$ cat config.mk
export PLATFORM = sky130hd
export DESIGN_NAME = directional_nearest_rect_select
export DESIGN_NICKNAME = d
export VERILOG_FILES = /design/src/rtl/core/dnrs_pkg.sv /design/src/rtl/core/dnrs_fifo.sv /design/src/rtl/core/dnrs_front.sv /design/src/rtl/core/dnrs_back.sv /design/src/rtl/core/directional_nearest_rect_select.sv
export VERILOG_INCLUDE_DIRS = /design/src /design/src/rtl/core
export SDC_FILE = /design/constraint.sdc
export NUM_CORES = 2
export LEC_CHECK = 0
export BUFFER_PORTS_ARGS = -buffer_cell sky130_fd_sc_hd__buf_2
export CORE_MARGIN = 2
export CORE_UTILIZATION = 55
export DETAILED_ROUTE_END_ITERATION = 7
export PLACE_DENSITY = 0.78
export SKIP_CTS_REPAIR_TIMING = 1
export SYNTH_ARGS = -nofsm -noshare
export SYNTH_HDL_FRONTEND = slang
export SYNTH_SLANG_ARGS = --single-unit
$ cat constraint.sdc
create_clock -name clk -period 6.6 [get_ports clk]
set_clock_uncertainty 0.05 [all_clocks]
set_input_delay 0.33 -clock clk [delete_from_list [all_inputs] [get_ports clk]]
set_output_delay 0.33 -clock clk [all_outputs]
set_load 0.01 [all_outputs]
$ cat src/rtl/core/directional_nearest_rect_select_assert.svh
// Assertion macros used by the selector top level.
// Each macro takes a label, the clock, the active-low reset, an antecedent,
// a consequent and a message.
`ifndef DIRECTIONAL_NEAREST_RECT_SELECT_ASSERT_SVH
`define DIRECTIONAL_NEAREST_RECT_SELECT_ASSERT_SVH

// The consequent must hold in the same cycle as the antecedent.
`define DNRS_CHECK_NOW(label, clk, rst_n, ante, cons, msg) \
    label: assert property (@(posedge clk) disable iff (!rst_n) (ante) |-> (cons)) \
        else $error(msg);

// The consequent must hold in the cycle after the antecedent.
`define DNRS_CHECK_NEXT(label, clk, rst_n, ante, cons, msg) \
    label: assert property (@(posedge clk) disable iff (!rst_n) (ante) |=> (cons)) \
        else $error(msg);

`endif

$ cat src/rtl/core/dnrs_pkg.sv
`timescale 1ns / 1ps

package dnrs_pkg;

    localparam int REG_BITS      = 16;
    localparam int DIST_BITS     = 18;
    localparam int OP_BITS       = 2;
    localparam int DIR_BITS      = 2;
    localparam int CFG_IDX_BITS  = 3;
    localparam int NUM_VALS      = 8;
    localparam int QUEUE_DEPTH   = 4;

    localparam logic [DIST_BITS-1:0] DIST_NONE = '1;

    // Request operation codes.
    localparam logic [OP_BITS-1:0] OP_START  = 2'd0;
    localparam logic [OP_BITS-1:0] OP_CAND   = 2'd1;
    localparam logic [OP_BITS-1:0] OP_FINISH = 2'd2;

    // Search directions.
    localparam logic [DIR_BITS-1:0] DIR_UP    = 2'd0;
    localparam logic [DIR_BITS-1:0] DIR_DOWN  = 2'd1;
    localparam logic [DIR_BITS-1:0] DIR_RIGHT = 2'd2;
    localparam logic [DIR_BITS-1:0] DIR_LEFT  = 2'd3;

    // Configuration register indexes.
    localparam logic [CFG_IDX_BITS-1:0] REG_SCAN_WIDTH  = 3'd0;
    localparam logic [CFG_IDX_BITS-1:0] REG_SCAN_HEIGHT = 3'd1;
    localparam logic [CFG_IDX_BITS-1:0] REG_GRACE_UP    = 3'd2;
    localparam logic [CFG_IDX_BITS-1:0] REG_GRACE_DOWN  = 3'd3;
    localparam logic [CFG_IDX_BITS-1:0] REG_GRACE_RIGHT = 3'd4;
    localparam logic [CFG_IDX_BITS-1:0] REG_GRACE_LEFT  = 3'd5;
    localparam logic [CFG_IDX_BITS-1:0] REG_CROSS_WS    = 3'd6;

    // Slots of the value array in a queue entry. A start entry carries the
    // reference centre and band halves; a candidate entry carries its edges
    // and one distance key per direction.
    localparam int V_CX        = 0;
    localparam int V_CY        = 1;
    localparam int V_HALF_W    = 2;
    localparam int V_HALF_H    = 3;
    localparam int V_LEFT      = 0;
    localparam int V_RIGHT     = 1;
    localparam int V_TOP       = 2;
    localparam int V_BOTTOM    = 3;
    localparam int V_KEY_UP    = 4;
    localparam int V_KEY_DOWN  = 5;
    localparam int V_KEY_RIGHT = 6;
    localparam int V_KEY_LEFT  = 7;

    typedef enum logic [1:0] {
        KIND_START,
        KIND_CAND,
        KIND_FINISH
    } kind_t;

    typedef struct packed {
        logic full;
        logic empty;
    } fifo_status_t;

endpackage

$ cat src/rtl/core/dnrs_fifo.sv
`timescale 1ns / 1ps

module dnrs_fifo
    import dnrs_pkg::*;
#(
    parameter int WIDTH = 8,
    parameter int DEPTH = 4
)
(
    input  logic             clk,
    input  logic             rst_n,
    input  logic             push,
    input  logic [WIDTH-1:0] wdata,
    input  logic             pop,
    output logic [WIDTH-1:0] rdata,
    output fifo_status_t     status
);

    localparam int PTR_W = $clog2(DEPTH);

    logic [WIDTH-1:0] slot_reg [DEPTH];
    logic [PTR_W-1:0] wr_ptr_reg;
    logic [PTR_W-1:0] rd_ptr_reg;
    logic [PTR_W:0]   count_reg;

    assign rdata        = slot_reg[rd_ptr_reg];
    assign status.full  = (count_reg == (PTR_W+1)'(DEPTH));
    assign status.empty = (count_reg == '0);

    always_ff @(posedge clk or negedge rst_n)
    begin
        if (!rst_n)
        begin
            wr_ptr_reg <= '0;
            rd_ptr_reg <= '0;
            count_reg  <= '0;
        end
        else
        begin
            if (push)
            begin
                wr_ptr_reg <= wr_ptr_reg + 1'b1;
            end
            if (pop)
            begin
                rd_ptr_reg <= rd_ptr_reg + 1'b1;
            end
            if (push && !pop)
            begin
                count_reg <= count_reg + 1'b1;
            end
            else if (pop && !push)
            begin
                count_reg <= count_reg - 1'b1;
            end
        end
    end

    always_ff @(posedge clk)
    begin
        if (push)
        begin
            slot_reg[wr_ptr_reg] <= wdata;
        end
    end

endmodule

$ cat src/rtl/core/dnrs_front.sv
`timescale 1ns / 1ps

module dnrs_front
    import dnrs_pkg::*;
#(
    parameter int ID_BITS    = 16,
    parameter int COORD_BITS = 16,
    parameter int AW         = 20,
    parameter int IN_W       = 112,
    parameter int ENTRY_W    = 181
)
(
    input  logic                    clk,
    input  logic                    rst_n,
    input  logic                    cfg_valid,
    output logic                    cfg_ready,
    input  logic [CFG_IDX_BITS-1:0] cfg_index,
    input  logic [REG_BITS-1:0]     cfg_data,
    input  logic                    s_tvalid,
    output logic                    s_tready,
    input  logic [OP_BITS-1:0]      s_tuser,
    input  logic [IN_W-1:0]         s_tdata,
    input  fifo_status_t            q_status,
    output logic                    q_push,
    output logic [ENTRY_W-1:0]      q_wdata
);

    localparam int O_DIR  = 0;
    localparam int O_X    = O_DIR + DIR_BITS;
    localparam int O_Y    = O_X + COORD_BITS;
    localparam int O_W    = O_Y + COORD_BITS;
    localparam int O_H    = O_W + COORD_BITS - 1;
    localparam int O_AW   = O_H + COORD_BITS - 1;
    localparam int O_AH   = O_AW + COORD_BITS - 1;
    localparam int O_ID   = O_AH + COORD_BITS - 1;
    localparam int O_SKIP = O_ID + ID_BITS;

    typedef struct packed {
        kind_t                         kind;
        logic [DIR_BITS-1:0]           dir;
        logic                          eligible;
        logic [ID_BITS-1:0]            id;
        logic [NUM_VALS-1:0][AW-1:0]   val;
    } entry_t;

    logic [REG_BITS-1:0] scan_w_reg;
    logic [REG_BITS-1:0] scan_h_reg;
    logic [REG_BITS-1:0] grace_up_reg;
    logic [REG_BITS-1:0] grace_down_reg;
    logic [REG_BITS-1:0] grace_right_reg;
    logic [REG_BITS-1:0] grace_left_reg;
    logic                cross_ws_reg;

    logic signed [AW-1:0] x_s;
    logic signed [AW-1:0] y_s;
    logic signed [AW-1:0] w_s;
    logic signed [AW-1:0] h_s;
    logic signed [AW-1:0] aw_s;
    logic signed [AW-1:0] ah_s;
    logic signed [AW-1:0] hw_s;
    logic signed [AW-1:0] hh_s;
    logic signed [AW-1:0] cx_s;
    logic signed [AW-1:0] cy_s;
    logic                 visible;
    logic                 known_op;
    entry_t               ent;

    function automatic logic signed [AW-1:0] ext_reg(input logic [REG_BITS-1:0] v);
        return {{(AW-REG_BITS){v[REG_BITS-1]}}, v};
    endfunction

    function automatic logic signed [AW-1:0] ext_size(input logic [COORD_BITS-2:0] v);
        return {{(AW-COORD_BITS+1){1'b0}}, v};
    endfunction

    // Half of the scan band on one axis, truncated and raised to at least one.
    function automatic logic signed [AW-1:0] band_half(
        input logic signed [AW-1:0] scan,
        input logic signed [AW-1:0] size
    );
        logic signed [AW-1:0] full;
        if (scan > 0)
            full = scan;
        else if (scan < 0)
            full = size + scan;
        else
            full = size;
        if (full < 2)
            return AW'(1);
        return full >>> 1;
    endfunction

    assign cfg_ready = 1'b1;
    assign s_tready  = !q_status.full;

    always_ff @(posedge clk or negedge rst_n)
    begin
        if (!rst_n)
        begin
            scan_w_reg      <= '0;
            scan_h_reg      <= '0;
            grace_up_reg    <= '0;
            grace_down_reg  <= '0;
            grace_right_reg <= '0;
            grace_left_reg  <= '0;
            cross_ws_reg    <= 1'b0;
        end
        else if (cfg_valid && cfg_ready)
        begin
            case (cfg_index)
                REG_SCAN_WIDTH:  scan_w_reg      <= cfg_data;
                REG_SCAN_HEIGHT: scan_h_reg      <= cfg_data;
                REG_GRACE_UP:    grace_up_reg    <= cfg_data;
                REG_GRACE_DOWN:  grace_down_reg  <= cfg_data;
                REG_GRACE_RIGHT: grace_right_reg <= cfg_data;
                REG_GRACE_LEFT:  grace_left_reg  <= cfg_data;
                REG_CROSS_WS:    cross_ws_reg    <= cfg_data[0];
                default:         ;
            endcase
        end
    end

    always_comb
    begin
        x_s  = {{(AW-COORD_BITS){s_tdata[O_X+COORD_BITS-1]}}, s_tdata[O_X +: COORD_BITS]};
        y_s  = {{(AW-COORD_BITS){s_tdata[O_Y+COORD_BITS-1]}}, s_tdata[O_Y +: COORD_BITS]};
        w_s  = ext_size(s_tdata[O_W +: COORD_BITS-1]);
        h_s  = ext_size(s_tdata[O_H +: COORD_BITS-1]);
        aw_s = ext_size(s_tdata[O_AW +: COORD_BITS-1]);
        ah_s = ext_size(s_tdata[O_AH +: COORD_BITS-1]);
        hw_s = w_s >>> 1;
        hh_s = h_s >>> 1;
        cx_s = x_s + hw_s;
        cy_s = y_s + hh_s;

        visible = !s_tdata[O_SKIP] &&
                  (cross_ws_reg ||
                   (cx_s >= 0 && cx_s < aw_s && cy_s >= 0 && cy_s < ah_s));

        ent          = '0;
        ent.dir      = s_tdata[O_DIR +: DIR_BITS];
        ent.id       = s_tdata[O_ID +: ID_BITS];
        ent.eligible = visible;
        known_op     = 1'b1;

        case (s_tuser)
            OP_START:
            begin
                ent.kind           = KIND_START;
                ent.val[V_CX]      = cx_s;
                ent.val[V_CY]      = cy_s;
                ent.val[V_HALF_W]  = band_half(ext_reg(scan_w_reg), w_s);
                ent.val[V_HALF_H]  = band_half(ext_reg(scan_h_reg), h_s);
            end
            OP_CAND:
            begin
                // Each key is arranged so that the back end needs one subtract
                // against the reference centre for the selected direction.
                ent.kind             = KIND_CAND;
                ent.val[V_LEFT]      = cx_s - hw_s;
                ent.val[V_RIGHT]     = cx_s + hw_s;
                ent.val[V_TOP]       = cy_s - hh_s;
                ent.val[V_BOTTOM]    = cy_s + hh_s;
                ent.val[V_KEY_UP]    = cy_s + ext_reg(grace_up_reg);
                ent.val[V_KEY_DOWN]  = cy_s - ext_reg(grace_down_reg);
                ent.val[V_KEY_RIGHT] = cx_s - ext_reg(grace_right_reg);
                ent.val[V_KEY_LEFT]  = cx_s + ext_reg(grace_left_reg);
            end
            OP_FINISH:
            begin
                ent.kind = KIND_FINISH;
            end
            default:
            begin
                ent.kind = KIND_FINISH;
                known_op = 1'b0;
            end
        endcase
    end

    // An unused operation code is accepted and dropped here.
    assign q_push  = s_tvalid && s_tready && known_op;
    assign q_wdata = ent;

endmodule

$ cat src/rtl/core/dnrs_back.sv
`timescale 1ns / 1ps

module dnrs_back
    import dnrs_pkg::*;
#(
    parameter int ID_BITS = 16,
    parameter int AW      = 20,
    parameter int ENTRY_W = 181,
    parameter int OUT_W   = 40
)
(
    input  logic               clk,
    input  logic               rst_n,
    input  fifo_status_t       q_status,
    input  logic [ENTRY_W-1:0] q_rdata,
    output logic               q_pop,
    output logic               m_tvalid,
    input  logic               m_tready,
    output logic [OUT_W-1:0]   m_tdata
);

    typedef struct packed {
        kind_t                         kind;
        logic [DIR_BITS-1:0]           dir;
        logic                          eligible;
        logic [ID_BITS-1:0]            id;
        logic [NUM_VALS-1:0][AW-1:0]   val;
    } entry_t;

    entry_t               head;
    logic                 out_free;
    logic                 in_band;
    logic signed [AW-1:0] cand_dist;
    logic signed [AW-1:0] best_ext;
    logic                 win;

    logic signed [AW-1:0] ref_x_reg;
    logic signed [AW-1:0] ref_y_reg;
    logic signed [AW-1:0] lo_x_reg;
    logic signed [AW-1:0] hi_x_reg;
    logic signed [AW-1:0] lo_y_reg;
    logic signed [AW-1:0] hi_y_reg;
    logic [DIR_BITS-1:0]  dir_reg;
    logic [DIST_BITS-1:0] best_dist_reg;
    logic [ID_BITS-1:0]   best_id_reg;
    logic                 have_best_reg;
    logic                 m_tvalid_reg;
    logic [OUT_W-1:0]     m_tdata_reg;

    assign head     = entry_t'(q_rdata);
    assign out_free = !m_tvalid_reg || m_tready;
    // A finish waits only while the output register holds an untaken report.
    assign q_pop    = !q_status.empty && ((head.kind != KIND_FINISH) || out_free);
    assign best_ext = $signed({{(AW-DIST_BITS){1'b0}}, best_dist_reg});

    always_comb
    begin
        case (dir_reg)
            DIR_UP:
            begin
                in_band   = ($signed(head.val[V_RIGHT]) >= lo_x_reg) &&
                            ($signed(head.val[V_LEFT]) <= hi_x_reg);
                cand_dist = ref_y_reg - $signed(head.val[V_KEY_UP]);
            end
            DIR_DOWN:
            begin
                in_band   = ($signed(head.val[V_RIGHT]) >= lo_x_reg) &&
                            ($signed(head.val[V_LEFT]) <= hi_x_reg);
                cand_dist = $signed(head.val[V_KEY_DOWN]) - ref_y_reg;
            end
            DIR_RIGHT:
            begin
                in_band   = ($signed(head.val[V_BOTTOM]) >= lo_y_reg) &&
                            ($signed(head.val[V_TOP]) <= hi_y_reg);
                cand_dist = $signed(head.val[V_KEY_RIGHT]) - ref_x_reg;
            end
            default:
            begin
                in_band   = ($signed(head.val[V_BOTTOM]) >= lo_y_reg) &&
                            ($signed(head.val[V_TOP]) <= hi_y_reg);
                cand_dist = ref_x_reg - $signed(head.val[V_KEY_LEFT]);
            end
        endcase
        // Strictly below keeps the earlier of two equal candidates.
        win = head.eligible && in_band && !cand_dist[AW-1] && (cand_dist < best_ext);
    end

    always_ff @(posedge clk or negedge rst_n)
    begin
        if (!rst_n)
        begin
            ref_x_reg     <= '0;
            ref_y_reg     <= '0;
            lo_x_reg      <= -AW'(1);
            hi_x_reg      <= AW'(1);
            lo_y_reg      <= -AW'(1);
            hi_y_reg      <= AW'(1);
            dir_reg       <= DIR_UP;
            best_dist_reg <= DIST_NONE;
            best_id_reg   <= '0;
            have_best_reg <= 1'b0;
            m_tvalid_reg  <= 1'b0;
        end
        else
        begin
            if (q_pop)
            begin
                case (head.kind)
                    KIND_START:
                    begin
                        ref_x_reg     <= $signed(head.val[V_CX]);
                        ref_y_reg     <= $signed(head.val[V_CY]);
                        lo_x_reg      <= $signed(head.val[V_CX]) - $signed(head.val[V_HALF_W]);
                        hi_x_reg      <= $signed(head.val[V_CX]) + $signed(head.val[V_HALF_W]);
                        lo_y_reg      <= $signed(head.val[V_CY]) - $signed(head.val[V_HALF_H]);
                        hi_y_reg      <= $signed(head.val[V_CY]) + $signed(head.val[V_HALF_H]);
                        dir_reg       <= head.dir;
                        best_dist_reg <= DIST_NONE;
                        best_id_reg   <= '0;
                        have_best_reg <= 1'b0;
                    end
                    KIND_CAND:
                    begin
                        if (win)
                        begin
                            best_dist_reg <= cand_dist[DIST_BITS-1:0];
                            best_id_reg   <= head.id;
                            have_best_reg <= 1'b1;
                        end
                    end
                    default:
                    begin
                    end
                endcase
            end

            if (q_pop && (head.kind == KIND_FINISH))
            begin
                m_tvalid_reg <= 1'b1;
            end
            else if (m_tready)
            begin
                m_tvalid_reg <= 1'b0;
            end
        end
    end

    always_ff @(posedge clk)
    begin
        if (q_pop && (head.kind == KIND_FINISH))
        begin
            m_tdata_reg <= OUT_W'({best_dist_reg, best_id_reg, have_best_reg});
        end
    end

    assign m_tvalid = m_tvalid_reg;
    assign m_tdata  = m_tdata_reg;

endmodule

$ cat src/rtl/core/directional_nearest_rect_select.sv
// Nearest rectangle search in one direction.
// Requests arrive on the s_ stream: tuser carries the operation (start,
// candidate, finish) and tdata the rectangle, area, identifier and skip flag.
// A start request sets the reference centre, scan band and direction and
// clears the running best; a candidate request may replace the best; a finish
// request returns one report on the m_ stream and leaves the best untouched.
// Unused operation codes are accepted and dropped.
// Configuration writes use cfg_valid/cfg_ready with cfg_index and cfg_data;
// they are always taken and must be made while no request is in flight.
// Throughput is one request per cycle while the queue has room. A request
// passes a four-entry queue from the classifying front end to the selecting
// back end, and a finish leaves it for the output register behind m_tvalid.
// When the receiver holds m_tready low, the report waits in the output
// register, later finish requests wait at the queue head, and s_tready falls
// once the queue is full. Start and candidate requests ahead of them drain.
// Reset clears the configuration to zero, the band halves to one, the
// reference to the origin, and the best to none.
`timescale 1ns / 1ps
`include "directional_nearest_rect_select_assert.svh"

module directional_nearest_rect_select
    import dnrs_pkg::*;
#(
    parameter int ID_BITS    = 16,
    parameter int COORD_BITS = 16
)
(
    input  logic                    clk,
    input  logic                    rst_n,
    input  logic                    cfg_valid,
    output logic                    cfg_ready,
    input  logic [CFG_IDX_BITS-1:0] cfg_index,
    input  logic [REG_BITS-1:0]     cfg_data,
    input  logic                    s_tvalid,
    output logic                    s_tready,
    // tuser: operation
    input  logic [OP_BITS-1:0]      s_tuser,
    // tdata: direction, rect_x, rect_y, rect_w, rect_h, area_w, area_h,
    //        candidate_id, skip, zero padding
    input  logic [((6*COORD_BITS+ID_BITS+6)/8)*8-1:0] s_tdata,
    output logic                    m_tvalid,
    input  logic                    m_tready,
    // tdata: found, best_id, best_distance, zero padding
    output logic [((ID_BITS+DIST_BITS+8)/8)*8-1:0]    m_tdata
);

    localparam int AW      = ((COORD_BITS > REG_BITS) ? COORD_BITS : REG_BITS) + 4;
    localparam int IN_W    = ((6*COORD_BITS + ID_BITS + 6) / 8) * 8;
    localparam int OUT_W   = ((ID_BITS + DIST_BITS + 8) / 8) * 8;
    localparam int ENTRY_W = 2 + DIR_BITS + 1 + ID_BITS + NUM_VALS*AW;
    localparam int DIST_LO = ID_BITS + 1;
    localparam int DIST_HI = ID_BITS + DIST_BITS;

    fifo_status_t       q_status;
    logic               q_push;
    logic               q_pop;
    logic [ENTRY_W-1:0] q_wdata;
    logic [ENTRY_W-1:0] q_rdata;

    dnrs_front #(
        .ID_BITS    (ID_BITS),
        .COORD_BITS (COORD_BITS),
        .AW         (AW),
        .IN_W       (IN_W),
        .ENTRY_W    (ENTRY_W)
    ) u_front (
        .clk       (clk),
        .rst_n     (rst_n),
        .cfg_valid (cfg_valid),
        .cfg_ready (cfg_ready),
        .cfg_index (cfg_index),
        .cfg_data  (cfg_data),
        .s_tvalid  (s_tvalid),
        .s_tready  (s_tready),
        .s_tuser   (s_tuser),
        .s_tdata   (s_tdata),
        .q_status  (q_status),
        .q_push    (q_push),
        .q_wdata   (q_wdata)
    );

    dnrs_fifo #(
        .WIDTH (ENTRY_W),
        .DEPTH (QUEUE_DEPTH)
    ) u_queue (
        .clk    (clk),
        .rst_n  (rst_n),
        .push   (q_push),
        .wdata  (q_wdata),
        .pop    (q_pop),
        .rdata  (q_rdata),
        .status (q_status)
    );

    dnrs_back #(
        .ID_BITS (ID_BITS),
        .AW      (AW),
        .ENTRY_W (ENTRY_W),
        .OUT_W   (OUT_W)
    ) u_back (
        .clk      (clk),
        .rst_n    (rst_n),
        .q_status (q_status),
        .q_rdata  (q_rdata),
        .q_pop    (q_pop),
        .m_tvalid (m_tvalid),
        .m_tready (m_tready),
        .m_tdata  (m_tdata)
    );

    // A report without a winner carries the empty identifier and distance.
    `DNRS_CHECK_NOW(a_none_report, clk, rst_n, m_tvalid && !m_tdata[0], (m_tdata[ID_BITS:1] == '0) && (m_tdata[DIST_HI:DIST_LO] == DIST_NONE), "report without winner has stale fields")
    // A winner always has a distance below the empty marker.
    `DNRS_CHECK_NOW(a_found_dist, clk, rst_n, m_tvalid && m_tdata[0], m_tdata[DIST_HI:DIST_LO] != DIST_NONE, "winner reported with empty distance")
    // The back end cannot take an entry that was never written.
    `DNRS_CHECK_NEXT(a_no_phantom_pop, clk, rst_n, q_status.empty && !q_push, !q_pop, "queue popped while empty")

endmodule
==> results.py <==
metrics = {
    "die": {
        "fp.dieArea_um2": 101800,
        "initial_utilization_pct": 55.48,
        "core_um2": 98420,
        "die_w_um": 319.1,
        "die_h_um": 319.1,
        "rows": 115,
        "io_pins": 181,
    },
    "logic_synthesis": {
        "yosysTopAreaCell": "edfxtp_1",
        "yosysTopAreaCellShare_pct": 38.22,
        "ys_dominant_reg_cell": "edfxtp_1",
        "synth_cell_type_count": 98,
        "synth_edf_count": 695,
        "syn_inst": 4598,
        "ys_async_sr_fraction_pct": 26.92,
        "synthTopCellsByArea": "edfxtp_1 38%, ha_1 10%, dfrtp_1 9.1%",
        "ys_seq_area_share_pct": 50.09,
        "synthTopCellsByCount": "695 x edfxtp_1, 454 x ha_1, 433 x inv_1",
        "ys.warnings.count": 0,
        "netlist_area_um2": 54600,
        "synth-seq-cells": 951,
        "syn_avg_cell_area_um2": 11.87,
        "synth_most_common_cell": "edfxtp_1",
    },
    "placement": {
        "place.gp.congestion": 0.9367,
        "portBuffers": 173,
        "dpl_worst_slack_ns": 0.0002220,
        "placed_cell_area_um2": 57310,
        "dp_cells": 5995,
        "place_hpwl_mm": 105.2,
    },
    "routing": {
        "drt_wl_total_mm": 147.1,
        "dr.pass1.iters": 6,
        "drt_iter0_drc": 4215,
        "drt-wirelength-per-cell_um": 23.70,
        "drc_errors": 0,
        "avgViaCountPerCell": 6.203,
        "vias": 38500,
        "antenna_left": 0,
    },
    "critical_path": {
        "r2r_setup_slack_ns": 0.34,
        "path_class": "reg2reg",
        "start_kind": "register",
        "arrival_ns": 6.78,
        "end_kind": "register",
        "crit_path_max_fanout": 14,
        "worstPathRequired_ns": 7.12,
    },
    "global_routing": {
        "grt_pass1_vias": 37060,
        "grt_max_degree": 150,
        "gr-usage-all-layers_pct": 28.61,
        "grt_overflow": 0,
        "antenna_found_initial": 1,
        "grt_pass1_wl_mm": 222.4,
    },
    "power_and_ir_drop": {
        "powerDensity_nw_per_um2": 537.4,
        "peakVddDrop_mv": 0.3003,
        "p_leak_nw": 24.60,
    },
    "status": {
        "status": "finished with violations",
        "violations": "hold timing",
    },
    "timing": {
        "setup_viol": 0,
        "hold_viol": 2,
        "slew_headroom_pct": 20.75,
        "setup_slack_ns": 0.3418,
        "fmax_mhz": 159.8,
        "final_max_slew_viol_count": 0,
        "worst_pin_slew_ns": 1.184,
        "post-route-period-util_pct": 94.82,
        "whs_ns": -0.03519,
        "layout_min_cycle_time_ns": 6.258,
    },
    "layout": {
        "drive_gt1_share_pct": 16.26,
        "final_area_um2": 60920,
        "largest_register_ffs": 660,
        "final.fill_count": 7420,
        "fin_cells": 6207,
        "syn_to_final_growth_pct": 11.57,
        "diodes": 0,
        "utilization_pct": 61.90,
        "nets": 5450,
    },
    "cts": {
        "cts_buffer_depth": 3,
        "cts_tree": "yes",
        "clkTransAtPathRegs_ns": 0.06,
        "root_buffer": "clkbuf_16",
        "clkSinkCount": 951,
        "cts_made_buffers": 97,
        "htreeDepth": 3,
        "clk_latency_ns": 0.70,
    },
    "flow_run": {
        "max_cap_violations": 0,
    },
    "hold_path": {
        "worst_hold_path_type": "in2reg",
    },
}
-- final timing paths --
kind / startpoint / to / cells past startpoint
hold reg to reg: u_back.best_id_reg[4] / u_back.m_tdata[5] / 0
setup reg to reg: u_queue.rd_ptr_reg[0] / u_back.best_id_reg[9] / 24
max in group asynchronous: rst_n / u_back.hi_y_reg[4] / 3
min in group asynchronous: rst_n / u_back.best_id_reg[1] / 2
hold / removal: cfg_data[0] / u_front.cross_ws_reg / 3
setup / recovery: u_queue.rd_ptr_reg[0] / u_back.best_id_reg[9] / 24
-- cells in the final DEF (no fill, tap or decap), types with 91 or more instances in the layout --
cell / count
dfrtp_1: 196
nor3_1: 91
buf_2: 172
nor2_1: 277
clkbuf_16: 101
nand2_1: 266
a21oi_1: 243
ha_1: 454
xnor2_1: 168
inv_1: 433
edfxtp_1: 695
mux4_2: 172
o21ai_0: 261
-- power by group --
part	total [mW]	switching, mW	internal, mW
sequential	8.72	0.583	8.13
combinational	18.4	11.0	7.47
clock	5.59	2.39	3.20
-- cell families after synthesis --
| logic type | count (synthesis) | synth area share, % |
|---|---|---|
| AND/OR/NAND/NOR | 1028 | 9.192 |
| AO/OA/AOI/OAI | 1028 | 12.20 |
| flip-flops | 951 | 50.09 |
| other | 2 | 0.01375 |
| adder cells (fa/ha/maj) | 475 | 11.17 |
| multiplexers | 268 | 9.054 |
| XOR/XNOR | 252 | 4.070 |
| buffers and inverters | 594 | 4.203 |
-- worst max-delay path: stages, from the launching register on --
cell and delay [ns]:
dfrtp_4 0.57, buf_12 0.20, mux4_2 0.35, ha_1 0.19
inv_1 0.06, fa_1 0.47, a211oi_2 0.25, o21ai_1 0.17
a2111oi_2 0.34, a21oi_1 0.16, a221o_1 0.35, and3_4 0.20
nor2_1 0.13, xor2_1 0.10, a221oi_2 0.34, ha_1 0.29
o21ai_1 0.17, nor2_1 0.09, a221o_1 0.33, a2111oi_2 0.38
o211ai_1 0.17, nor3_2 0.28, nand2_2 0.13, buf_6 0.20
o22ai_1 0.18
-- metrics by stage --
stage,TNS (ns),total power [mW]
detailed placement,0,26.57
CTS,-0.01914,32.36
floorplan,0,21.64
global route,-0.02896,34.83
global placement,0,26.01
finish,0,32.74
-- layout make-up --
type	count	area, um^2	area share [%]
Clock buffer	130	2695	4.424
Timing Repair Buffer	296	2019	3.315
Inverter	434	1629	2.674
Multi-Input combinational cell	3057	25070	41.15
Clock inverter	52	543.0	0.8914
Sequential cell	951	27360	44.91
Tap cell	1287	1610	2.643
-- layer usage --
metal  up-vias  part of all wire [%]  GRT usage, %
met1     18830                    41         39.22
met3       360                   8.9         5.176
met2      1793                    45         44.47
li1      17510                     -             -
met4         2                   5.4         13.43
met5         -                0.0068             0
Power figures use the tool's default switching activity.
